`config.mk`:
```
export PLATFORM = sky130hd
export DESIGN_NAME = cmdb_fifo
export DESIGN_NICKNAME = d
export VERILOG_FILES = /design/src/cmdb_pkg.sv /design/src/cmdb_fifo.sv
export SDC_FILE = /design/constraint.sdc
export NUM_CORES = 1
export LEC_CHECK = 0
export BUFFER_PORTS_ARGS = -buffer_cell sky130_fd_sc_hd__buf_2
export CORE_ASPECT_RATIO = 0.7
export CORE_MARGIN = 4
export CORE_UTILIZATION = 36
export DETAILED_ROUTE_END_ITERATION = 16
export PLACE_DENSITY_LB_ADDON = 0.12
export SETUP_SLACK_MARGIN = 0.4
export SLEW_MARGIN = 10
export SYNTH_ARGS = -nofsm -noshare
export SYNTH_HDL_FRONTEND = slang
export SYNTH_SLANG_ARGS = --single-unit
```
`constraint.sdc`:
```
create_clock -name clock -period 2.2 [get_ports clock]
set_input_delay 0.33 -clock clock [delete_from_list [all_inputs] [get_ports clock]]
set_output_delay 0.33 -clock clock [all_outputs]
set_load 0.05 [all_outputs]
```
`src/cmdb_pkg.sv`:
```
// shared types, constants and log table function for the complex magnitude to decibel core
package cmdb_pkg;

   localparam int unsigned LOG_TABLE_ENTRIES_DEF = 64;
   localparam int unsigned MID_DEPTH_DEF         = 4;
   localparam int unsigned OUT_DEPTH_DEF         = 2;

   localparam int unsigned SAMPLE_W = 16;
   localparam int unsigned MAG_W    = 32;
   localparam int unsigned EXP_W    = 5;
   localparam int unsigned FRAC_W   = 31;
   localparam int unsigned ROM_W    = 17;
   localparam int unsigned LOG_W    = 22;
   localparam int unsigned DIFF_W   = 25;
   localparam int unsigned ABS_W    = 24;
   localparam int unsigned K_W      = 26;
   localparam int unsigned PROD_W   = ABS_W + K_W;
   localparam int unsigned DB_W     = 17;
   localparam int unsigned CSR_IDX_W  = 1;
   localparam int unsigned CSR_DATA_W = 32;

   localparam int unsigned LOG_LAT  = 6;
   localparam int unsigned BACK_LAT = LOG_LAT + 3;

   localparam logic [K_W-1:0] K_DB20 = 26'd50504453;
   localparam logic [K_W-1:0] K_DB10 = 26'd25252226;

   localparam logic signed [DB_W-1:0] DB_MIN = -17'sd65536;
   localparam logic signed [DB_W-1:0] DB_MAX = 17'sd65535;

   localparam logic [DIFF_W-1:0]     TWO_LOG_OFFSET = 25'd131072;
   localparam logic [CSR_DATA_W-1:0] REF_RESET      = 32'd65536;
   localparam logic                  SCALE_RESET    = 1'b1;

   typedef enum logic [CSR_IDX_W-1:0] {
      CSR_REFERENCE_LEVEL = 1'b0,
      CSR_SCALE_SELECT    = 1'b1
   } csr_index_type;

   typedef struct packed {
      logic [MAG_W-1:0] mag_sq;
      logic             zero;
      logic             last;
   } mag_item_type;

   typedef struct packed {
      logic zero;
      logic last;
   } side_type;

   typedef struct packed {
      logic signed [DB_W-1:0] db_value;
      logic                   zero_flag;
      logic                   last_out;
   } result_type;

   typedef struct packed {
      logic full;
      logic empty;
   } fifo_status_type;

   // log2(1 + k/n) in Q1.16 by square and compare, elaboration time only
   function automatic logic [ROM_W-1:0] log_entry(input int unsigned k, input int unsigned n);
      logic [63:0] num;
      logic [63:0] quo;
      logic [63:0] rem;
      logic [63:0] x;
      logic [63:0] acc;
      logic [63:0] rnd;
      num = 64'(k) << 30;
      quo = '0;
      rem = '0;
      for (int i = 63; i >= 0; i--) begin
         rem = {rem[62:0], num[i]};
         quo = quo << 1;
         if (rem >= 64'(n)) begin
            rem = rem - 64'(n);
            quo[0] = 1'b1;
         end
      end
      x = (64'd1 << 30) + quo;
      acc = '0;
      for (int b = 0; b < 17; b++) begin
         x = (x * x) >> 30;
         acc = acc << 1;
         if (x >= (64'd1 << 31)) begin
            x = x >> 1;
            acc[0] = 1'b1;
         end
      end
      rnd = (acc + 64'd1) >> 1;
      if (k >= n) begin
         rnd = 64'd65536;
      end
      return rnd[ROM_W-1:0];
   endfunction

endpackage

```
`src/cmdb_fifo.sv`:
```
// small register queue with combinational head read
module cmdb_fifo
   import cmdb_pkg::*;
#(
   parameter int unsigned WIDTH = 8,
   parameter int unsigned DEPTH = 4
) (
   input  logic             clock,
   input  logic             reset,
   input  logic             push,
   input  logic [WIDTH-1:0] wr_data,
   input  logic             pop,
   output logic [WIDTH-1:0] rd_data,
   output fifo_status_type  status
);

   localparam int unsigned PTR_W = (DEPTH > 1) ? $clog2(DEPTH) : 1;
   localparam int unsigned CNT_W = $clog2(DEPTH + 1);

   logic [WIDTH-1:0] mem_ff [DEPTH];
   logic [PTR_W-1:0] wr_ptr_ff, wr_ptr_in;
   logic [PTR_W-1:0] rd_ptr_ff, rd_ptr_in;
   logic [CNT_W-1:0] count_ff, count_in;
   logic             do_push;
   logic             do_pop;

   assign status.full  = (count_ff == CNT_W'(DEPTH));
   assign status.empty = (count_ff == '0);
   assign do_push = push && !status.full;
   assign do_pop  = pop && !status.empty;
   assign rd_data = mem_ff[rd_ptr_ff];

   always_comb begin
      wr_ptr_in = wr_ptr_ff;
      rd_ptr_in = rd_ptr_ff;
      count_in  = count_ff;
      if (do_push) begin
         wr_ptr_in = (wr_ptr_ff == PTR_W'(DEPTH - 1)) ? '0 : wr_ptr_ff + 1'b1;
      end
      if (do_pop) begin
         rd_ptr_in = (rd_ptr_ff == PTR_W'(DEPTH - 1)) ? '0 : rd_ptr_ff + 1'b1;
      end
      if (do_push && !do_pop) begin
         count_in = count_ff + 1'b1;
      end else if (do_pop && !do_push) begin
         count_in = count_ff - 1'b1;
      end
   end

   always_ff @(posedge clock) begin
      if (reset) begin
         wr_ptr_ff <= '0;
         rd_ptr_ff <= '0;
         count_ff  <= '0;
      end else begin
         wr_ptr_ff <= wr_ptr_in;
         rd_ptr_ff <= rd_ptr_in;
         count_ff  <= count_in;
      end
   end

   always_ff @(posedge clock) begin
      if (do_push) begin
         mem_ff[wr_ptr_ff] <= wr_data;
      end
   end

endmodule

```
==> qor.csv <==
stage;metric;value;unit
status;status;complete, no violations;
final_layout;Area growth syn-to-layout;28.6;%
detailed_routing;vias per inst;4.79;
floorplanning;area of the die;5730;sq um
final_layout;Reg area;1150;sq um
hold_path;Hold Crit Depth;1;
worst_setup_path;WS Path Type;flop to flop;
clocking;CTS Buf Count;5;
final_layout;fillcell total;386;
detailed_routing;via count;891;
final_layout;Post-Route Utilization;0.483;
final_layout;most frequent cells in the layout;32 x edfxtp_1, 14 x buf_4, 12 x buf_2;
detailed_routing;first-pass iteration count of the detailed router;5;
final_layout;Final #Nets;149;
pwr;Cell Pwr Density;1210;nW/um^2
clocking;clk sinks;41;
clocking;clk_lat worst skew;290;ps
global_route;GRT Util Overall;0.112;
logic_synthesis;synth warn;0;
sta;final period utilization;0.907;
sta;Final Hold Fails;0;
pwr;Peak VDD IR;0.000561;V
logic_synthesis;Syn Inst Count;92;
final_layout;fraction of layout cells with a size suffix above 1;0.527;
final_layout;Final Non-Filler Cells;186;
clocking;Hold Buf Count CTS;0;
floorplanning;core area;4380;sq um
pwr;Switching Power;900;uW
global_route;pin count of the biggest net entering global routing;14;
sta;Setup Skew;5.53;ps
logic_synthesis;Netlist cell types;26;
sta;Slew @ Worst Pin;262;ps
detailed_routing;total routed wirelength;2970;microns
global_route;first-pass GRT wire length;4550;microns
logic_synthesis;syn_nets;111;
sta;Max Slew Vio Count;0;
sta;RSZ-0062 raised after global routing;true;
pwr;Flop pwr share;0.399;
global_route;initial antenna violation count;0;
logic_synthesis;syn avg cell area;17.9;sq um
global_route;vias in the first global route;886;
pwr;Static Leak;0.795;nW
worst_setup_path;Startpoint Class;flop;
clocking;maximum clock path buffer count;2;
logic_synthesis;synth top area cells;edfxtp_1 58%, dfxtp_1 11%, mux4_2 11%;
clocking;CTS tree;yes;
sta;Final TNS setup;0;ps
sta;Tmin final;2000;ps
detailed_routing;post-route ant nets;0;
worst_setup_path;CP Max Fanout;2;
floorplanning;Starting Density;0.376;
global_route;grt ovf;0;
detailed_routing;Starting DRT DRC Count;30;
floorplanning;Die H;64.6;microns
worst_setup_path;Crit. End Element;flop;
pwr;clock share of power;0.185;
final_layout;commonest non-fill, non-tap cell in the layout;edfxtp_1;
hold_path;worst hold path type;primary input to flop;
place;HPWL after detailed placement;1910;microns
logic_synthesis;Mapped Area;1650;sq um
clocking;Root Buffer;clkbuf_8;
logic_synthesis;synthesized flop and latch total;41;
sta;Final setup viols;0;
worst_setup_path;Arr. time, crit path;2220;ps
clocking;CTS clk-pin slew, worst paths;80;ps
place;Placed Area;1850;sq um
clocking;H-tree Lvls;2;
detailed_routing;Routed WL per cell;16.0;microns
final_layout;area of the multi-input gates;495;sq um
pwr;Final Total Pwr;2.56;mW
pwr;logic gate share of total power;0.417;
floorplanning;# IOs;22;
floorplanning;overall die width;88.8;microns
final_layout;post-route design area;2120;sq um
place;DP Cell Count;167;
worst_setup_path;r2r worst-path depth;9;
place;Placer Congestion;0.674;
final_layout;Diodes inserted;0;
logic_synthesis;leading area contributor after synthesis;edfxtp_1;
detailed_routing;# DRC;0;
sta;Slew HR;0.825;
sta;FMAX;0.501;GHz
pwr;internal power;1.66;mW
worst_setup_path;required time of the critical path;2430;ps
place;Port Buf Inserts;21;
logic_synthesis;post-synthesis sequential area ratio;0.694;
floorplanning;# rows;20;
job;max-cap violations;0;
pwr;switching share of total power;0.352;
logic_synthesis;top cell type's share of synthesized area;0.584;
worst paths after layout:
check / startpoint / end / slack (ps)
hold reg to reg: rd_ptr_ff[0] / flop / 500
hold / removal: wr_data[7] / mem_ff[3][7] / 250
setup reg to reg: count_ff[2] / count_ff[2] / 200
setup / recovery: count_ff[2] / count_ff[2] / 200
cell families (layout without fill, tap and decap cells):
family | Yosys count | count (layout) | synth area share
buffers and inverters | 9 | 48 | 0.0289
adders and majority gates | 7 | 7 | 0.0578
muxes | 10 | 10 | 0.122
DFF | 41 | 41 | 0.694
xor gates and xnor gates | 2 | 2 | 0.0106
and+or+nand+nor | 16 | 16 | 0.0570
AOI/OAI and AO/OA | 7 | 7 | 0.0304
per-stage QoR:
step / hold WS, ps / worst slack (ps)
after global routing: 246 / 133
after CTS: 245 / 182
after detailed placement: 503 / 68.1
final: 251 / 205
after floorplan: 429 / 149
after global placement: 487 / 144
area by class of cell:
type | count | area share
flip-flops and latches | 41 | 0.546
multi-input cells | 42 | 0.234
repair buffers | 35 | 0.132
clock buffers | 5 | 0.0325
well taps | 55 | 0.0325
inverters | 5 | 0.0148
clock inverters | 3 | 0.00828
worst max-delay path: stages (launching register included):
cell and delay [ps]:
dfxtp_4 350, or3b_4 270, clkinv_8 50, nor2_4 130, ha_4 150, inv_2 40
fa_2 330, xor2_1 160, or3_4 330, a21oi_2 120
timing repair:
action | 4_1_cts | 5_1_grt
resized for setup | 25 | 3
endpoints found under the hold margin | 0 | 0
setup buffers | 6 | 5
endpoints found under the setup margin | 11 | 10
pin swaps | 6 | 4
cell usage after synthesis:
master and number:
a21oi_1 3, and3_2 4, buf_1 1, buf_2 1
buf_6 1, clkbuf_1 1, clkinv_4 1, dfxtp_1 9
edfxtp_1 32, fa_1 1, ha_1 6, inv_1 4
mux2i_1 2, mux4_2 8, nand2_1 1, nand3_1 2
nor2_1 3, nor2_2 1, nor3_1 2, o21ai_0 1
o21ai_1 1, o31ai_2 2, or3_1 1, or3_2 1
or3b_1 1, xor2_1 2
metal layers:
| metal | part of all wire | track usage |
|---|---|---|
| met5 | 0 | 0 |
| met2 | 0.49 | 0.167 |
| met3 | 0.050 | 0.0381 |
| met1 | 0.44 | 0.148 |
| met4 | 0.014 | 0.0509 |
power by group through the flow:
stage	registers [mW]	clock network [mW]	logic (mW)
after floorplan	1.01	0	0.661
after global placement	1.03	0	0.808
after detailed placement	1.04	0	0.825
after CTS	1.02	0.490	1.01
after global routing	1.03	0.526	1.14
final	1.02	0.473	1.07
registers in the layout, indices dropped and copies added, names as in the netlist, named ones only:
signal     count
wr_ptr_ff      2
count_ff       3
rd_ptr_ff      2
mem_ff        32
Power figures use the tool's default switching activity.
