### src/cmdb_pkg.sv
// shared types, constants and log table function for the complex magnitude to decibel core
package cmdb_pkg;

   localparam int unsigned LOG_TABLE_ENTRIES_DEF = 64;
   localparam int unsigned MID_DEPTH_DEF         = 4;
   localparam int unsigned OUT_DEPTH_DEF         = 2;

   localparam int unsigned SAMPLE_W = 16;
   localparam int unsigned MAG_W    = 32;
   localparam int unsigned EXP_W    = 5;
   localparam int unsigned FRAC_W   = 31;
   localparam int unsigned ROM_W    = 17;
   localparam int unsigned LOG_W    = 22;
   localparam int unsigned DIFF_W   = 25;
   localparam int unsigned ABS_W    = 24;
   localparam int unsigned K_W      = 26;
   localparam int unsigned PROD_W   = ABS_W + K_W;
   localparam int unsigned DB_W     = 17;
   localparam int unsigned CSR_IDX_W  = 1;
   localparam int unsigned CSR_DATA_W = 32;

   localparam int unsigned LOG_LAT  = 6;
   localparam int unsigned BACK_LAT = LOG_LAT + 3;

   localparam logic [K_W-1:0] K_DB20 = 26'd50504453;
   localparam logic [K_W-1:0] K_DB10 = 26'd25252226;

   localparam logic signed [DB_W-1:0] DB_MIN = -17'sd65536;
   localparam logic signed [DB_W-1:0] DB_MAX = 17'sd65535;

   localparam logic [DIFF_W-1:0]     TWO_LOG_OFFSET = 25'd131072;
   localparam logic [CSR_DATA_W-1:0] REF_RESET      = 32'd65536;
   localparam logic                  SCALE_RESET    = 1'b1;

   typedef enum logic [CSR_IDX_W-1:0] {
      CSR_REFERENCE_LEVEL = 1'b0,
      CSR_SCALE_SELECT    = 1'b1
   } csr_index_type;

   typedef struct packed {
      logic [MAG_W-1:0] mag_sq;
      logic             zero;
      logic             last;
   } mag_item_type;

   typedef struct packed {
      logic zero;
      logic last;
   } side_type;

   typedef struct packed {
      logic signed [DB_W-1:0] db_value;
      logic                   zero_flag;
      logic                   last_out;
   } result_type;

   typedef struct packed {
      logic full;
      logic empty;
   } fifo_status_type;

   // log2(1 + k/n) in Q1.16 by square and compare, elaboration time only
   function automatic logic [ROM_W-1:0] log_entry(input int unsigned k, input int unsigned n);
      logic [63:0] num;
      logic [63:0] quo;
      logic [63:0] rem;
      logic [63:0] x;
      logic [63:0] acc;
      logic [63:0] rnd;
      num = 64'(k) << 30;
      quo = '0;
      rem = '0;
      for (int i = 63; i >= 0; i--) begin
         rem = {rem[62:0], num[i]};
         quo = quo << 1;
         if (rem >= 64'(n)) begin
            rem = rem - 64'(n);
            quo[0] = 1'b1;
         end
      end
      x = (64'd1 << 30) + quo;
      acc = '0;
      for (int b = 0; b < 17; b++) begin
         x = (x * x) >> 30;
         acc = acc << 1;
         if (x >= (64'd1 << 31)) begin
            x = x >> 1;
            acc[0] = 1'b1;
         end
      end
      rnd = (acc + 64'd1) >> 1;
      if (k >= n) begin
         rnd = 64'd65536;
      end
      return rnd[ROM_W-1:0];
   endfunction

endpackage

### src/cmdb_front.sv
// front end: squares the sample parts, forms the squared magnitude and flags zero
module cmdb_front
   import cmdb_pkg::*;
(
   input  logic                       clock,
   input  logic                       reset,
   input  logic                       in_push,
   input  logic signed [SAMPLE_W-1:0] in_real,
   input  logic signed [SAMPLE_W-1:0] in_imag,
   input  logic                       in_last,
   output logic                       in_full,
   input  fifo_status_type            mid_status,
   output logic                       mid_push,
   output mag_item_type               mid_item
);

   logic                    enable;
   logic                    vld1_ff, vld2_ff;
   logic signed [MAG_W-1:0] sq_re_ff, sq_re_in;
   logic signed [MAG_W-1:0] sq_im_ff, sq_im_in;
   logic                    last1_ff;
   logic [MAG_W-1:0]        mag_ff, mag_in;
   logic                    last2_ff;

   assign enable   = !vld2_ff || !mid_status.full;
   assign in_full  = !enable;
   assign mid_push = vld2_ff && !mid_status.full;

   assign sq_re_in = MAG_W'(in_real) * MAG_W'(in_real);
   assign sq_im_in = MAG_W'(in_imag) * MAG_W'(in_imag);
   assign mag_in   = $unsigned(sq_re_ff) + $unsigned(sq_im_ff);

   assign mid_item.mag_sq = mag_ff;
   assign mid_item.zero   = (mag_ff == '0);
   assign mid_item.last   = last2_ff;

   always_ff @(posedge clock) begin
      if (reset) begin
         vld1_ff <= 1'b0;
         vld2_ff <= 1'b0;
      end else if (enable) begin
         vld1_ff <= in_push;
         vld2_ff <= vld1_ff;
      end
   end

   always_ff @(posedge clock) begin
      if (enable) begin
         sq_re_ff <= sq_re_in;
         sq_im_ff <= sq_im_in;
         last1_ff <= in_last;
         mag_ff   <= mag_in;
         last2_ff <= last1_ff;
      end
   end

endmodule

### config.mk
export PLATFORM = sky130hd
export DESIGN_NAME = cmdb_front
export DESIGN_NICKNAME = d
export VERILOG_FILES = /design/src/cmdb_pkg.sv /design/src/cmdb_front.sv
export SDC_FILE = /design/constraint.sdc
export NUM_CORES = 1
export LEC_CHECK = 0
export BUFFER_PORTS_ARGS = -buffer_cell sky130_fd_sc_hd__buf_2
export CORE_MARGIN = 2
export CORE_UTILIZATION = 39
export CTS_CLUSTER_DIAMETER = 80
export DETAILED_ROUTE_END_ITERATION = 8
export RECOVER_POWER = 50
export SLEW_MARGIN = 20
export SYNTH_ARGS = -nofsm -noshare
export SYNTH_HDL_FRONTEND = slang
export SYNTH_SLANG_ARGS = --single-unit
### constraint.sdc
create_clock -name clock -period 15.85 [get_ports clock]
set_input_delay 2.3775 -clock clock [delete_from_list [all_inputs] [get_ports clock]]
set_output_delay 2.3775 -clock clock [all_outputs]
set_load 0.01 [all_outputs]
==> results of run 1 <==
-- layout by cell type (no fill, tap or decap), types with 9 or more instances in the layout --
master	instances
buf_2	36
o21bai_1	12
nand2b_1	11
a21o_1	37
nand2_1	172
a211oi_1	9
clkbuf_1	38
nand4_1	12
inv_1	655
xor2_1	24
xnor2_1	86
clkbuf_16	9
nor2b_1	11
o21ai_0	26
nor4_1	11
a21oi_1	59
and3_1	10
ha_1	210
edfxtp_1	96
nor3_1	16
nor2_1	89
and2_1	86
fa_1	468
a31o_2	9
nand3_1	18
o21a_1	11
-- cell usage after synthesis (6+ instances only) --
master	n	area share
inv_1	655	0.11
fa_1	468	0.42
ha_1	210	0.12
nand2_1	172	0.029
edfxtp_1	96	0.13
nor2_1	89	0.015
and2_1	86	0.024
xnor2_1	86	0.034
a21oi_1	58	0.013
clkbuf_1	49	0.0083
a21o_1	37	0.012
o21ai_0	26	0.0058
xor2_1	24	0.0094
nand3_1	18	0.0040
nor3_1	16	0.0036
nand4_1	12	0.0034
o21bai_1	12	0.0040
nand2b_1	11	0.0031
nor2b_1	11	0.0031
nor4_1	11	0.0031
o21a_1	11	0.0037
and3_1	10	0.0028
a31o_2	9	0.0035
a211oi_1	8	0.0027
a21boi_0	6	0.0020
or2_2	6	0.0017
-- layout make-up --
type                       count  area [sq um]
sequential                    98          2923
fill                        5636         32770
inverter                     655          2459
clock inverter                 6         90.09
timing repair buffer          73         319.1
multi-input combinational   1463         16650
antenna                        1         2.502
clock buffer                  10         229.0
tap                          756         945.9
-- metrics by stage --
step | hold slack, ns | util | worst slack, ns
after global routing | 0.4419 | 0.4188 | 6.789
after detailed placement | 0.4204 | 0.4147 | 6.720
after global placement | 0.4068 | 0.4147 | 6.765
after CTS | 0.4367 | 0.4203 | 7.084
after floorplan | 0.4003 | - | 7.561
final | 0.4345 | 0.4189 | 7.048
-- metal layers --
| layer | GRT usage | up-vias |
|---|---|---|
| li1 | - | 6947 |
| met1 | 0.2110 | 7586 |
| met2 | 0.2839 | 286 |
| met3 | 0.02654 | 49 |
| met4 | 0.02490 | 0 |
| met5 | 0 | - |
-- critical path: stages --
cell	delay, ns
buf_2	0.35
inv_1	0.43
nor2_1	0.35
fa_1	0.61
fa_1	0.91
fa_1	0.54
fa_1	0.50
fa_1	0.49
inv_1	0.05
fa_1	0.48
inv_1	0.04
ha_1	0.33
a21o_1	0.20
a211o_1	0.33
a2111o_1	0.43
a31o_1	0.25
a21oi_2	0.15
xnor2_1	0.07
-- cells by family (layout without fill, tap and decap cells) --
logic type,Yosys count,count (layout),synth area share
fa+ha+maj,678,678,0.5390
simple gates,453,453,0.09680
compound gates,219,219,0.06892
buf+inv,707,744,0.1194
other cells,0,1,0
flops,98,98,0.1313
mux,3,3,0.001349
xor+xnor,110,110,0.04328
-- worst max-delay path by stage --
stage | startpoint | end | cells after the start | slack, ns
final | in_imag[15] | sq_im_ff[28] | 18 | 7.05
after global routing | in_imag[15] | sq_im_ff[28] | 23 | 6.79
after CTS | in_imag[15] | sq_im_ff[28] | 18 | 7.08
after detailed placement | in_imag[15] | sq_im_ff[28] | 18 | 6.72
after global placement | in_imag[15] | sq_im_ff[28] | 18 | 6.77
after floorplan | in_imag[3] | sq_im_ff[28] | 21 | 7.56
-- state kept, by name (all words and copies together) (netlist names) --
register and count:
last1_ff 1, vld1_ff 1, mag_ff 32, sq_im_ff 31, last2_ff 1, vld2_ff 1, sq_re_ff 31
==> impl_metrics.csv, run 1 <==
group,metric,value,unit
floorplan,start_util,0.3948,
logic_synthesis,ys_warn_count,0,
routing,via_count,14868,
clocking,clk_latency,0.35,ns
setup_path,timing.rr.end,"sq_re_ff[30]",
setup_path,crit_fanout,20,
clocking,cts_max_level,3,
run_status,run_status,"complete, but fails checks",
sta,finalCritPeriodShare,0.5554,
clocking,cts-resized-gates,0,
logic_synthesis,synth-seq-cells,98,
floorplan,dieArea,59000,sq um
sta,maxSlewViolCount,64,
clocking,numCtsBuffers,9,
routing,vias_per_cell,4.856,
cells_and_area,nets,3016,
setup_path,path_class,"primary input to register",
flow_run,cap_violations,2,
logic_synthesis,synth-async-reset-ratio,0,
floorplan,die_w,242.9,um
floorplan,rows,87,
logic_synthesis,syn_area,22260,sq um
cells_and_area,instances_no_fill,3062,
sta,skew,0.004685,ns
min_path,holdCritStartpoint,"last1_ff",
logic_synthesis,synth.avg_cell_area,9.814,sq um
setup_path,start_kind,"primary input",
global_routing,grt_usage,0.1608,
routing,wl_met2,22850,um
setup_path,crit_path_end_kind,"register",
cells_and_area,fin_area,23620,sq um
logic_synthesis,syn_nets,2984,
clocking,cts_sinks,98,
logic_synthesis,synth_cells,2268,
routing,top_layer_used,"met4",
sta,setup_viol,0,
setup_path,r2r_setup_slack,11.53,ns
setup_path,worst-r2r-cell-count,2,
sta,max_slew_margin,-1.233,
sta,grt_setup_unrepaired,"false",
global_routing,grt_max_degree,64,
run_status,violations,"capacitance limit, slew limit",
sta,fin_setup_tns,0,ns
logic_synthesis,synth_edf_count,96,
logic_synthesis,ys_seq_area_frac,0.1313,
global_routing,grt_first_pass_wirelength,77390,um
clocking,hold_buffers,0,
clocking,cts_setup_buffers,0,
clocking,clk_pin_slew,0.07,ns
setup_path,rr_startpoint,"vld2_ff",
clocking,cts_root_buffer,"clkbuf_16",
sta,max_freq,0.1136,GHz
clocking,cts_tree,"built",
global_routing,antenna_found_initial,1,
routing,ant_nets,0,
place,gp_congestion,0.8440,
routing,avgRoutedWirePerCell,14.70,um
routing,dr.pass1.iters,5,
routing,first_iter_violations,645,
sta,worst_pin_slew,3.349,ns
clocking,clk_path_buf_depth,2,
cells_and_area,area_delta_synth_final,6.105,%
sta,min_period,8.802,ns
logic_synthesis,ys_types,67,
place,place_inst,3045,
routing,routed_wl,45020,um
routing,dr_wl_met3,2388,um
sta,hold_viol_final,0,
floorplan,io_pins,74,
place,dpl-instance-area,23380,sq um
place,io_buffers,72,
floorplan,design.core.area,56390,sq um
setup_path,crit_required,15.95,ns
global_routing,grt_pass1_vias,16314,
place,dp_hpwl,38370,um
floorplan,die_h,242.9,um
routing,drt_drc_violations_left,0,
cells_and_area,drive_above_1_share,0.03210,
min_path,hold_class,"register to register",
routing,wl_met1,19200,um
min_path,holdPathStages,0,
setup_path,critPathArrivalTime,8.91,ns
logic_synthesis,yosys_most_used_dff,"edfxtp_1",
min_path,holdPathEnd,"last2_ff",
global_routing,overflow,0,
Power of run 1 is not shown: default switching activity piles up to over one toggle a cycle in this logic, so the estimate is an artifact.
==> inputs of run 2 (changes only) <==
ABC_AREA = 1   (was not set)
clock period = 7.85 ns   (was 15.85 ns; I/O delays follow)
==> impl_metrics.csv, run 2 <==
group,metric,value,unit
run_status,run_status,"complete, but fails checks",
run_status,violations,"capacitance limit, slew limit",
logic_synthesis,synth.largest_area_cell,"fa_1",
global_routing,grt_max_degree,55,
sta,max_slew_margin,-0.1630,
min_path,hold_class,"register to register",
clocking,cts-resized-gates,0,
logic_synthesis,synth-seq-cells,98,
routing,via_count,18602,
sta,maxSlewViolCount,46,
cells_and_area,largest_reg_flops,32,
logic_synthesis,ys_warn_count,0,
flow_run,cap_violations,1,
setup_path,slowest_delay,0.87,ns
global_routing,grt_util_met3,0.01054,
routing,drt_drc_violations_left,0,
floorplan,io_pins,74,
sta,fin_setup_tns,0,ns
cells_and_area,fin_util,0.4177,
global_routing,grt_first_pass_wirelength,95400,um
sta,finalCritPeriodShare,0.8566,
cells_and_area,layout_commonest_cell,"inv_1",
routing,avgRoutedWirePerCell,13.84,um
logic_synthesis,synth_top_family_by_area,"adder cells",
sta,skew,0.007010,ns
sta,holdWs,0.4267,ns
place,io_buffers,72,
sta,min_period,6.724,ns
logic_synthesis,ys_seq_area_frac,0.1172,
setup_path,cpMaxStageDelayCell,"fa_1",
setup_path,critPathArrivalTime,6.82,ns
clocking,cts_setup_buffers,0,
global_routing,overflow,0,
logic_synthesis,synth-async-reset-ratio,0,
logic_synthesis,yosysMostFrequentCell,"inv_1",
place,dp_hpwl,48930,um
global_routing,grt_usage,0.1779,
logic_synthesis,synth_cells,3155,
cells_and_area,mostFrequentLayoutCells,"inv_1 (953), nand2_1 (797), fa_1 (468)",
clocking,cts_tree,"built",
logic_synthesis,synth-adder-area-share,0.4811,
global_routing,busiest_layer,"met2",
cells_and_area,drive_above_1_share,0.03615,
routing,vias_per_cell,4.619,
setup_path,crit_fanout,23,
clocking,cts_root_buffer,"clkbuf_16",
routing,dr.pass1.iters,8,
floorplan,rows,92,
setup_path,r2r_setup_slack,5.15,ns
setup_path,rr_startpoint,"vld2_ff",
clocking,cts_max_level,3,
floorplan,start_util,0.3946,
floorplan,die_w,256.9,um
logic_synthesis,synth_xor_area_frac,0.02494,
logic_synthesis,synth_edf_count,96,
cells_and_area,reg.largest.list,"mag_ff x32, sq_im_ff x31, sq_re_ff x31",
global_routing,grt_pass1_vias,19534,
clocking,clk_path_buf_depth,2,
setup_path,path_class,"primary input to register",
setup_path,worstPathCellList,"buf_2 > nand2_1 > fa_1 > inv_1 > fa_1 > fa_1 > fa_1 > fa_1 > inv_1 > fa_1 > inv_1 > ha_1 > nand2_1 > nor3_1 > nand3_1 > nand4_1 > nand2_1",
global_routing,met1_usage,0.2498,
floorplan,design.core.area,63200,sq um
logic_synthesis,synthTopCellsByCount,"inv_1 (953), nand2_1 (795), fa_1 (468)",
setup_path,crit_required,7.94,ns
cells_and_area,nets,3892,
cells_and_area,regMostFlops,"mag_ff",
clocking,clk_latency,0.35,ns
place,gp_congestion,0.9114,
sta,setup_viol,0,
setup_path,start_kind,"primary input",
logic_synthesis,synth_area_leaders,"fa_1 (38%), inv_1 (14%), nand2_1 (12%)",
setup_path,crit_path_end_kind,"register",
sta,max_freq,0.1487,GHz
sta,grt_setup_unrepaired,"false",
cells_and_area,diodes,0,
routing,ant_nets,0,
logic_synthesis,synthMuxAreaShare,0,
logic_synthesis,syn_nets,3871,
setup_path,timing.rr.end,"sq_re_ff[22]",
cells_and_area,area_delta_synth_final,5.855,%
min_path,holdPathEnd,"last2_ff",
logic_synthesis,synth.avg_cell_area,7.904,sq um
routing,first_iter_violations,800,
global_routing,use_met2,0.3070,
clocking,numCtsBuffers,9,
clocking,hold_buffers,0,
clocking,clk_pin_slew,0.07,ns
floorplan,dieArea,65980,sq um
sta,fin_ws,1.126,ns
place,pre_cts_slack,0.7080,ns
sta,hold_viol_final,0,
setup_path,worst-r2r-cell-count,2,
min_path,holdPathStages,0,
logic_synthesis,synth_top_cell_area_share,0.3757,
routing,routed_wl,55750,um
global_routing,antenna_found_initial,0,
setup_path,cp_common_cell,"fa_1",
min_path,holdCritStartpoint,"last1_ff",
logic_synthesis,syn_area,24940,sq um
clocking,cts_sinks,98,
logic_synthesis,ys_types,38,
floorplan,die_h,256.9,um
logic_synthesis,synth_compound_area_frac,0.03096,
logic_synthesis,synthSimpleGateAreaFrac,0.1895,
logic_synthesis,yosys_most_used_dff,"edfxtp_1",
sta,worst_pin_slew,1.740,ns
## run 2: changes by cell type after synthesis, sizes merged, moves of 33 or more
| cell | change |
|---|---|
| xor2 | +38 |
| inv | +313 |
| a21o | -33 |
| xnor2 | -77 |
| nand3 | +91 |
| nor2 | +48 |
| and2 | -86 |
| nand2 | +637 |
## run 2: cell families (layout without fill, tap and decap cells)
kind of cell | Yosys count | count (layout)
flops | 98 | 98
compound gates | 131 | 131
fa+ha+maj | 678 | 678
xor+xnor | 71 | 71
buf+inv | 1038 | 1064
simple gates | 1139 | 1139
## run 2: layout make-up
class | count | area (sq um)
clock buffers | 11 | 242.7
clock inverters | 5 | 85.08
fillers | 6475 | 36800
inverters | 971 | 3645
multi-input cells | 2019 | 18090
flip-flops and latches | 98 | 2923
well taps | 846 | 1059
repair buffers | 77 | 352.8
## run 2: worst max path at each step
stage | startpoint | endpoint | slack (ns)
finish | in_real[15] | sq_re_ff[25] | 1.13
global route | in_real[15] | sq_re_ff[31] | 0.70
CTS | in_real[15] | sq_re_ff[31] | 1.09
detailed placement | in_real[15] | sq_re_ff[31] | 0.71
global placement | in_imag[15] | sq_im_ff[30] | 0.82
floorplan | in_imag[1] | sq_im_ff[31] | 1.35
## run 2: worst max-delay path, delay by kind of cell
kind / cells / cell delay (ns)
AND/OR/NAND/NOR: 6 / 1.08
buffers and inverters: 4 / 0.61
adder cells (fa/ha/maj): 7 / 3.93
## run 2: metal layers
metal  wire length [um]  part of all wire  up-vias
li1                   -                 -     9210
met3               1788             0.032       51
met1              26470              0.47     9049
met5                  0                 0        -
met2              26630              0.48      292
met4                863             0.015        0
## run 2: per-stage QoR
stage	instances	cell area, sq um
finish	4027	26400
detailed placement	4011	26150
global placement	4011	26150
global route	4027	26400
CTS	4027	26470
floorplan	3155	24940
Power of run 2 is left out for the same reason.
