===== src/cmdb_pkg.sv =====
// shared types, constants and log table function for the complex magnitude to decibel core
package cmdb_pkg;

   localparam int unsigned LOG_TABLE_ENTRIES_DEF = 64;
   localparam int unsigned MID_DEPTH_DEF         = 4;
   localparam int unsigned OUT_DEPTH_DEF         = 2;

   localparam int unsigned SAMPLE_W = 16;
   localparam int unsigned MAG_W    = 32;
   localparam int unsigned EXP_W    = 5;
   localparam int unsigned FRAC_W   = 31;
   localparam int unsigned ROM_W    = 17;
   localparam int unsigned LOG_W    = 22;
   localparam int unsigned DIFF_W   = 25;
   localparam int unsigned ABS_W    = 24;
   localparam int unsigned K_W      = 26;
   localparam int unsigned PROD_W   = ABS_W + K_W;
   localparam int unsigned DB_W     = 17;
   localparam int unsigned CSR_IDX_W  = 1;
   localparam int unsigned CSR_DATA_W = 32;

   localparam int unsigned LOG_LAT  = 6;
   localparam int unsigned BACK_LAT = LOG_LAT + 3;

   localparam logic [K_W-1:0] K_DB20 = 26'd50504453;
   localparam logic [K_W-1:0] K_DB10 = 26'd25252226;

   localparam logic signed [DB_W-1:0] DB_MIN = -17'sd65536;
   localparam logic signed [DB_W-1:0] DB_MAX = 17'sd65535;

   localparam logic [DIFF_W-1:0]     TWO_LOG_OFFSET = 25'd131072;
   localparam logic [CSR_DATA_W-1:0] REF_RESET      = 32'd65536;
   localparam logic                  SCALE_RESET    = 1'b1;

   typedef enum logic [CSR_IDX_W-1:0] {
      CSR_REFERENCE_LEVEL = 1'b0,
      CSR_SCALE_SELECT    = 1'b1
   } csr_index_type;

   typedef struct packed {
      logic [MAG_W-1:0] mag_sq;
      logic             zero;
      logic             last;
   } mag_item_type;

   typedef struct packed {
      logic zero;
      logic last;
   } side_type;

   typedef struct packed {
      logic signed [DB_W-1:0] db_value;
      logic                   zero_flag;
      logic                   last_out;
   } result_type;

   typedef struct packed {
      logic full;
      logic empty;
   } fifo_status_type;

   // log2(1 + k/n) in Q1.16 by square and compare, elaboration time only
   function automatic logic [ROM_W-1:0] log_entry(input int unsigned k, input int unsigned n);
      logic [63:0] num;
      logic [63:0] quo;
      logic [63:0] rem;
      logic [63:0] x;
      logic [63:0] acc;
      logic [63:0] rnd;
      num = 64'(k) << 30;
      quo = '0;
      rem = '0;
      for (int i = 63; i >= 0; i--) begin
         rem = {rem[62:0], num[i]};
         quo = quo << 1;
         if (rem >= 64'(n)) begin
            rem = rem - 64'(n);
            quo[0] = 1'b1;
         end
      end
      x = (64'd1 << 30) + quo;
      acc = '0;
      for (int b = 0; b < 17; b++) begin
         x = (x * x) >> 30;
         acc = acc << 1;
         if (x >= (64'd1 << 31)) begin
            x = x >> 1;
            acc[0] = 1'b1;
         end
      end
      rnd = (acc + 64'd1) >> 1;
      if (k >= n) begin
         rnd = 64'd65536;
      end
      return rnd[ROM_W-1:0];
   endfunction

endpackage


===== src/cmdb_log2.sv =====
// pipelined base-2 logarithm: leading one, normalise, table with interpolation
module cmdb_log2
   import cmdb_pkg::*;
#(
   parameter int unsigned ENTRIES = LOG_TABLE_ENTRIES_DEF
) (
   input  logic             clock,
   input  logic             enable,
   input  logic [MAG_W-1:0] operand,
   output logic [LOG_W-1:0] log_value
);

   localparam int unsigned IDX_W  = $clog2(ENTRIES);
   localparam int unsigned ROM_AW = $clog2(ENTRIES + 1);
   localparam int unsigned P_W    = FRAC_W + ROM_AW;
   localparam int unsigned IP_W   = ROM_W + FRAC_W;

   logic [ROM_W-1:0] rom [ENTRIES + 1];

   for (genvar g = 0; g <= ENTRIES; g++) begin : g_rom
      assign rom[g] = log_entry(g, ENTRIES);
   end

   logic [EXP_W-1:0]  e1_ff, e1_in;
   logic [MAG_W-1:0]  x1_ff;
   logic [EXP_W-1:0]  e2_ff;
   logic [FRAC_W-1:0] f2_ff, f2_in;
   logic [MAG_W-1:0]  shifted;
   logic [EXP_W-1:0]  e3_ff;
   logic [P_W-1:0]    p3_ff, p3_in;
   logic [EXP_W-1:0]  e4_ff;
   logic [ROM_W-1:0]  lo4_ff, lo4_in;
   logic [ROM_W-1:0]  d4_ff, d4_in;
   logic [FRAC_W-1:0] rem4_ff;
   logic [ROM_W-1:0]  hi4;
   logic [ROM_AW-1:0] idx_lo;
   logic [ROM_AW-1:0] idx_hi;
   logic [EXP_W-1:0]  e5_ff;
   logic [ROM_W-1:0]  lo5_ff;
   logic [ROM_W-1:0]  frac5_ff, frac5_in;
   logic [IP_W-1:0]   interp;
   logic [LOG_W-1:0]  log_ff, log_in;

   always_comb begin
      e1_in = '0;
      for (int i = 0; i < MAG_W; i++) begin
         if (operand[i]) begin
            e1_in = EXP_W'(i);
         end
      end
   end

   assign shifted = x1_ff << (EXP_W'(MAG_W - 1) - e1_ff);
   assign f2_in   = shifted[FRAC_W-1:0];

   assign p3_in = P_W'(f2_ff) * P_W'(ENTRIES);

   assign idx_lo = ROM_AW'(p3_ff[FRAC_W +: IDX_W]);
   assign idx_hi = idx_lo + ROM_AW'(1);
   assign lo4_in = rom[idx_lo];
   assign hi4    = rom[idx_hi];
   assign d4_in  = (hi4 > lo4_in) ? hi4 - lo4_in : '0;

   assign interp   = IP_W'(d4_ff) * IP_W'(rem4_ff);
   assign frac5_in = interp[FRAC_W +: ROM_W];

   assign log_in = LOG_W'({e5_ff, 16'b0}) + LOG_W'(lo5_ff) + LOG_W'(frac5_ff);

   assign log_value = log_ff;

   always_ff @(posedge clock) begin
      if (enable) begin
         e1_ff    <= e1_in;
         x1_ff    <= operand;
         e2_ff    <= e1_ff;
         f2_ff    <= f2_in;
         e3_ff    <= e2_ff;
         p3_ff    <= p3_in;
         e4_ff    <= e3_ff;
         lo4_ff   <= lo4_in;
         d4_ff    <= d4_in;
         rem4_ff  <= p3_ff[FRAC_W-1:0];
         e5_ff    <= e4_ff;
         lo5_ff   <= lo4_ff;
         frac5_ff <= frac5_in;
         log_ff   <= log_in;
      end
   end

endmodule


===== src/cmdb_back.sv =====
// back end: logs of magnitude and reference, decibel scaling, rounding and saturation
module cmdb_back
   import cmdb_pkg::*;
#(
   parameter int unsigned LOG_TABLE_ENTRIES = LOG_TABLE_ENTRIES_DEF
) (
   input  logic                  clock,
   input  logic                  reset,
   input  fifo_status_type       mid_status,
   input  mag_item_type          mid_item,
   output logic                  mid_pop,
   input  logic [CSR_DATA_W-1:0] reference_level,
   input  logic                  scale_select,
   input  fifo_status_type       out_status,
   output logic                  out_push,
   output result_type            out_item
);

   logic                     enable;
   logic [BACK_LAT-1:0]      vld_ff;
   side_type                 side_ff [BACK_LAT];
   logic [MAG_W-1:0]         ref_operand;
   logic [LOG_W-1:0]         log_mag;
   logic [LOG_W-1:0]         log_ref;
   logic signed [DIFF_W-1:0] d2;
   logic [DIFF_W-1:0]        d2_neg;
   logic                     neg_ff, neg_in;
   logic [ABS_W-1:0]         abs_ff, abs_in;
   logic [K_W-1:0]           k_ff, k_in;
   logic                     neg8_ff;
   logic [PROD_W-1:0]        prod_ff, prod_in;
   logic [PROD_W:0]          rounded;
   logic [18:0]              q;
   logic signed [DB_W-1:0]   db_ff, db_in;

   assign enable   = !vld_ff[BACK_LAT-1] || !out_status.full;
   assign mid_pop  = enable && !mid_status.empty;
   assign out_push = vld_ff[BACK_LAT-1] && !out_status.full;

   assign ref_operand = (reference_level == '0) ? MAG_W'(1) : reference_level;

   cmdb_log2 #(.ENTRIES(LOG_TABLE_ENTRIES)) u_log_mag (
      .clock     (clock),
      .enable    (enable),
      .operand   (mid_item.mag_sq),
      .log_value (log_mag)
   );

   cmdb_log2 #(.ENTRIES(LOG_TABLE_ENTRIES)) u_log_ref (
      .clock     (clock),
      .enable    (enable),
      .operand   (ref_operand),
      .log_value (log_ref)
   );

   assign d2 = $signed(DIFF_W'(log_mag)) - $signed({2'b0, log_ref, 1'b0})
               + $signed(TWO_LOG_OFFSET);
   assign d2_neg = -d2;
   assign neg_in = d2[DIFF_W-1];
   assign abs_in = neg_in ? d2_neg[ABS_W-1:0] : d2[ABS_W-1:0];
   assign k_in   = scale_select ? K_DB20 : K_DB10;

   assign prod_in = PROD_W'(abs_ff) * PROD_W'(k_ff);

   assign rounded = (PROD_W + 1)'(prod_ff) + ((PROD_W + 1)'(1) << 31);
   assign q       = rounded[PROD_W -: 19];

   always_comb begin
      if (side_ff[BACK_LAT-2].zero) begin
         db_in = DB_MIN;
      end else if (neg8_ff) begin
         db_in = (q > 19'd65536) ? DB_MIN : -$signed(q[DB_W-1:0]);
      end else begin
         db_in = (q > 19'd65535) ? DB_MAX : $signed(q[DB_W-1:0]);
      end
   end

   assign out_item.db_value  = db_ff;
   assign out_item.zero_flag = side_ff[BACK_LAT-1].zero;
   assign out_item.last_out  = side_ff[BACK_LAT-1].last;

   always_ff @(posedge clock) begin
      if (reset) begin
         vld_ff <= '0;
      end else if (enable) begin
         vld_ff <= {vld_ff[BACK_LAT-2:0], !mid_status.empty};
      end
   end

   always_ff @(posedge clock) begin
      if (enable) begin
         side_ff[0].zero <= mid_item.zero;
         side_ff[0].last <= mid_item.last;
         for (int i = 1; i < BACK_LAT; i++) begin
            side_ff[i] <= side_ff[i-1];
         end
         neg_ff  <= neg_in;
         abs_ff  <= abs_in;
         k_ff    <= k_in;
         neg8_ff <= neg_ff;
         prod_ff <= prod_in;
         db_ff   <= db_in;
      end
   end

endmodule


===== config.mk =====
export PLATFORM = sky130hd
export DESIGN_NAME = cmdb_back
export DESIGN_NICKNAME = d
export VERILOG_FILES = /design/src/cmdb_pkg.sv /design/src/cmdb_log2.sv /design/src/cmdb_back.sv
export SDC_FILE = /design/constraint.sdc
export NUM_CORES = 2
export LEC_CHECK = 0
export BUFFER_PORTS_ARGS = -buffer_cell sky130_fd_sc_hd__buf_2
export CELL_PAD_IN_SITES_DETAIL_PLACEMENT = 0
export CELL_PAD_IN_SITES_GLOBAL_PLACEMENT = 1
export CORE_AREA = 2 2 470 285
export DETAILED_ROUTE_END_ITERATION = 8
export DIE_AREA = 0 0 472 287
export GPL_ROUTABILITY_DRIVEN = 0
export PLACE_DENSITY = 0.85
export SLEW_MARGIN = 20
export SYNTH_ARGS = -nofsm -noshare
export SYNTH_HDL_FRONTEND = slang
export SYNTH_SLANG_ARGS = --single-unit

===== constraint.sdc =====
create_clock -name clock -period 18.7 [get_ports clock]
set_clock_uncertainty 0.05 [all_clocks]
set_input_delay 1.87 -clock clock [delete_from_list [all_inputs] [get_ports clock]]
set_output_delay 1.87 -clock clock [all_outputs]
set_load 0.01 [all_outputs]

==> reports/summary.txt <==
Status -> finished, final reports clean
Path class of the lowest-slack min-delay path -> flip-flop to flip-flop
HPWL after detailed placement -> 130800 µm
Horiz. Die Dim -> 472 µm
Number of buffers on the longest clock path -> 3
Number of failing hold endpoints at the final stage -> 0
CTS resizes -> 0
Post-CTS setup buffers -> 0
Overall global routing resource usage -> 25.78%
Number of nets in the final layout -> 8576
Leading register cell type out of synthesis -> sky130_fd_sc_hd__edfxtp_1
Std-Cell Core Area -> 0.1309 mm²
Number of input and output port buffers inserted -> 91
Number of standard-cell rows in the floorplan -> 103
Final setup viols -> 0
Setup repair after global routing missed its margin -> no
Sequential share of the synthesized area -> 24.34%
Overall routed net length -> 171000 µm
Average cell area after synthesis -> 9.590 µm²
Accumulated negative setup slack -> 0 ns
Final min period -> 9.308 ns
Hold-fix buffers, CTS -> 0
Root cell of the clock tree -> sky130_fd_sc_hd__clkbuf_16
Critical path capture point type -> flip-flop
Post-detailed-route DRC marker count -> 0
TritonCTS clock tree -> yes
Source-to-sink clock delay at the later pin of the worst-skew pair -> 0.67 ns
Count of maximum capacitance violations -> 0
Via count of the first global-routing pass -> 49430
Via count -> 49450
Final standard cell utilization of the core -> 54.79%
CTS sink cnt -> 553
Leftover overflow at the end of global routing -> 0
Total CTS buffers -> 55
Mapped cell area -> 0.06786 mm²
Kind of critical path -> flip-flop to flip-flop
Starting DRC count in detailed routing -> 4790
Drt via density -> 5.669
EDFF count, synth -> 544
Syn nets -> 8705
Arr. time, crit path -> 9.61 ns
Diodes inserted -> 0
Count of state elements after synthesis -> 553
Period utilization -> 49.77%
F_max -> 107.4 MHz
Router iterations before antenna repair -> 8
Overall die area -> 0.1355 mm²
Count of warnings emitted by yosys -> 0
Die Y-Extent -> 287 µm
Initial antenna violation count -> 3
Number of levels in the clock H-tree -> 2
Initial Utilization -> 51.83%
Maximum number of pins on one net before global-route repair -> 180
First-pass GRT wire length -> 277300 µm
Num ports -> 94
Relative slew slack -> 19.11%
WP data required -> 19.00 ns
Largest fanout of any net on the critical path -> 24
Clock-pin slew on the worst setup and hold paths -> 0.06 ns
Count of distinct cell types in the synthesized netlist -> 92
Number of nets with antenna violations after routing -> 0
Wire length per cell -> 19.60 µm
Syn-to-layout area delta -> 5.716%
Share of layout cells above drive strength 1 -> 5.492%
Async SR Flop Fraction -> 0%
Syn Inst Count -> 7076
Category of the worst setup path launch point -> flip-flop
Number of pins exceeding their max-slew limit in the final report -> 0
Worst Tran Pin Value -> 1.213 ns
final timing paths:
path                                      from                       endpoint  slack, ns  depth (start not counted)
max                         k_ff[23]$_DFFE_PN_          prod_ff[49]$_DFFE_PN_       9.39                         24
min          u_log_mag.f2_ff[13]$_SDFFCE_PN0N_  u_log_mag.p3_ff[19]$_DFFE_PN_       0.36                          0
max reg2reg                 k_ff[23]$_DFFE_PN_          prod_ff[49]$_DFFE_PN_       9.39                         24
min reg2reg  u_log_mag.f2_ff[13]$_SDFFCE_PN0N_  u_log_mag.p3_ff[19]$_DFFE_PN_       0.36                          0
critical path: stages (launching register included):
cell                        delay (ns)
sky130_fd_sc_hd__edfxtp_1         0.92
sky130_fd_sc_hd__nand2_1          0.37
sky130_fd_sc_hd__inv_1            0.25
sky130_fd_sc_hd__fa_1             0.50
sky130_fd_sc_hd__fa_1             0.56
sky130_fd_sc_hd__inv_1            0.05
sky130_fd_sc_hd__fa_1             0.54
sky130_fd_sc_hd__inv_1            0.06
sky130_fd_sc_hd__fa_1             0.42
sky130_fd_sc_hd__fa_1             0.50
sky130_fd_sc_hd__fa_1             0.46
sky130_fd_sc_hd__inv_1            0.10
sky130_fd_sc_hd__fa_1             0.43
sky130_fd_sc_hd__inv_1            0.07
sky130_fd_sc_hd__ha_1             0.23
sky130_fd_sc_hd__a2111oi_0        0.66
sky130_fd_sc_hd__o21ai_0          0.18
sky130_fd_sc_hd__a21oi_1          0.21
sky130_fd_sc_hd__a21oi_1          0.12
sky130_fd_sc_hd__o41ai_1          0.67
sky130_fd_sc_hd__a21oi_1          0.27
sky130_fd_sc_hd__o21ai_0          0.48
sky130_fd_sc_hd__a21oi_1          0.21
sky130_fd_sc_hd__o2111ai_1        0.22
sky130_fd_sc_hd__or3b_2           0.46
cell usage in the layout (no fill, tap or decap), types with 19 or more instances in the layout:
| cell | synthesis | final |
|---|---|---|
| sky130_fd_sc_hd__o211ai_1 | 57 | 57 |
| sky130_fd_sc_hd__nand2_1 | 1008 | 1008 |
| sky130_fd_sc_hd__mux4_2 | 30 | 30 |
| sky130_fd_sc_hd__o31ai_1 | 20 | 20 |
| sky130_fd_sc_hd__nand2b_1 | 39 | 39 |
| sky130_fd_sc_hd__nand4_1 | 25 | 25 |
| sky130_fd_sc_hd__edfxtp_1 | 544 | 544 |
| sky130_fd_sc_hd__fa_1 | 919 | 919 |
| sky130_fd_sc_hd__and3_1 | 34 | 34 |
| sky130_fd_sc_hd__or3_1 | 19 | 19 |
| sky130_fd_sc_hd__xnor2_1 | 121 | 116 |
| sky130_fd_sc_hd__o22ai_1 | 23 | 23 |
| sky130_fd_sc_hd__mux2_2 | 37 | 37 |
| sky130_fd_sc_hd__a221oi_1 | 20 | 20 |
| sky130_fd_sc_hd__o21a_1 | 25 | 25 |
| sky130_fd_sc_hd__inv_1 | 1240 | 1240 |
| sky130_fd_sc_hd__a211oi_1 | 72 | 72 |
| sky130_fd_sc_hd__mux2i_1 | 64 | 64 |
| sky130_fd_sc_hd__xor2_1 | 57 | 57 |
| sky130_fd_sc_hd__o21ai_0 | 248 | 248 |
| sky130_fd_sc_hd__buf_2 | 3 | 91 |
| sky130_fd_sc_hd__nand3_1 | 93 | 93 |
| sky130_fd_sc_hd__a21o_1 | 41 | 41 |
| sky130_fd_sc_hd__clkbuf_16 | 0 | 55 |
| sky130_fd_sc_hd__a21oi_1 | 309 | 309 |
| sky130_fd_sc_hd__nor2b_1 | 37 | 37 |
| sky130_fd_sc_hd__and2_1 | 277 | 277 |
| sky130_fd_sc_hd__nor2_1 | 327 | 327 |
| sky130_fd_sc_hd__a31oi_1 | 31 | 31 |
| sky130_fd_sc_hd__buf_4 | 3 | 93 |
| sky130_fd_sc_hd__ha_1 | 637 | 637 |
| sky130_fd_sc_hd__nor3_1 | 98 | 98 |
sequential cells by signal, indices dropped and copies added, names as in the netlist, 17 cells and up:
name	cells
u_log_ref.f2_ff	31
u_log_ref.log_value	22
u_log_ref.d4_ff	17
prod_ff	19
u_log_mag.rem4_ff	25
u_log_mag.f2_ff	31
u_log_mag.x1_ff	31
u_log_mag.frac5_ff	17
u_log_mag.p3_ff	31
u_log_ref.rem4_ff	25
u_log_ref.p3_ff	31
abs_ff	24
side_ff	18
u_log_ref.x1_ff	31
db_ff	17
u_log_mag.log_value	22
u_log_ref.frac5_ff	17
u_log_mag.d4_ff	17
synth_stat cells (28+ instances only):
library cell | count | area (µm²)
sky130_fd_sc_hd__o21ai_0 | 248 | 1241
sky130_fd_sc_hd__nor2b_1 | 37 | 231.5
sky130_fd_sc_hd__clkbuf_1 | 341 | 1280
sky130_fd_sc_hd__o211ai_1 | 57 | 427.9
sky130_fd_sc_hd__fa_1 | 919 | 18400
sky130_fd_sc_hd__and3_1 | 34 | 212.7
sky130_fd_sc_hd__a21oi_1 | 309 | 1546
sky130_fd_sc_hd__a211oi_1 | 72 | 540.5
sky130_fd_sc_hd__nand2b_1 | 39 | 244.0
sky130_fd_sc_hd__nand3_1 | 93 | 465.5
sky130_fd_sc_hd__nor2_1 | 327 | 1227
sky130_fd_sc_hd__mux4_2 | 30 | 675.7
sky130_fd_sc_hd__buf_1 | 28 | 105.1
sky130_fd_sc_hd__mux2i_1 | 64 | 640.6
sky130_fd_sc_hd__ha_1 | 637 | 7970
sky130_fd_sc_hd__nand2_1 | 1008 | 3784
sky130_fd_sc_hd__edfxtp_1 | 544 | 16340
sky130_fd_sc_hd__xnor2_1 | 121 | 1060
sky130_fd_sc_hd__xor2_1 | 57 | 499.2
sky130_fd_sc_hd__and2_1 | 277 | 1733
sky130_fd_sc_hd__nor3_1 | 98 | 490.5
sky130_fd_sc_hd__inv_1 | 1240 | 4654
sky130_fd_sc_hd__a31oi_1 | 31 | 193.9
sky130_fd_sc_hd__mux2_2 | 37 | 416.7
sky130_fd_sc_hd__a21o_1 | 41 | 307.8
metal layers:
metal | vias up | GRT usage [%] | routed length (µm) | share of wire (%)
li1 | 22740 | - | - | -
met4 | 0 | 3.069 | 1706 | 1.0
met2 | 2220 | 35.02 | 67470 | 39
met5 | - | 0 | 0 | 0
met1 | 24350 | 42.04 | 82590 | 48
met3 | 146 | 6.354 | 19240 | 11
layout make-up:
class / count / area (µm²)
Inverter: 1248 / 4692
Clock inverter: 36 / 416.7
Timing Repair Buffer: 191 / 1276
Multi-Input combinational cell: 4898 / 45250
Sequential cell: 553 / 16520
Fill cell: 11630 / 59200
Clock buffer: 66 / 1418
Tap cell: 1732 / 2167
logic make-up (layout without fill, tap and decap cells):
| logic type | count (synthesis) | in the layout | synth area share, % |
|---|---|---|---|
| AOI/OAI and AO/OA | 1007 | 1007 | 9.359 |
| DFF | 553 | 553 | 24.34 |
| and+or+nand+nor | 2024 | 2024 | 13.52 |
| buffers and inverters | 1625 | 1541 | 9.033 |
| muxes | 132 | 132 | 2.576 |
| adders and majority gates | 1556 | 1556 | 38.86 |
| xor gates and xnor gates | 179 | 179 | 2.321 |
metrics by stage:
step           hold WS (ns)  cells  worst slack, ns  instance area (µm²)
2_1_floorplan        0.3503   7076            2.371                67860
3_3_place_gp         0.3503   8616            9.575                69800
3_5_place_dp         0.3545   8617            9.388                69810
4_1_cts              0.3621   8719            9.344                71650
5_1_grt              0.3685   8724            8.835                71740
6_report             0.3590   8724            9.392                71740
Power is left out: the tool's default activity adds up to more than one toggle a clock period on the data nets, which glitch-free logic cannot reach.
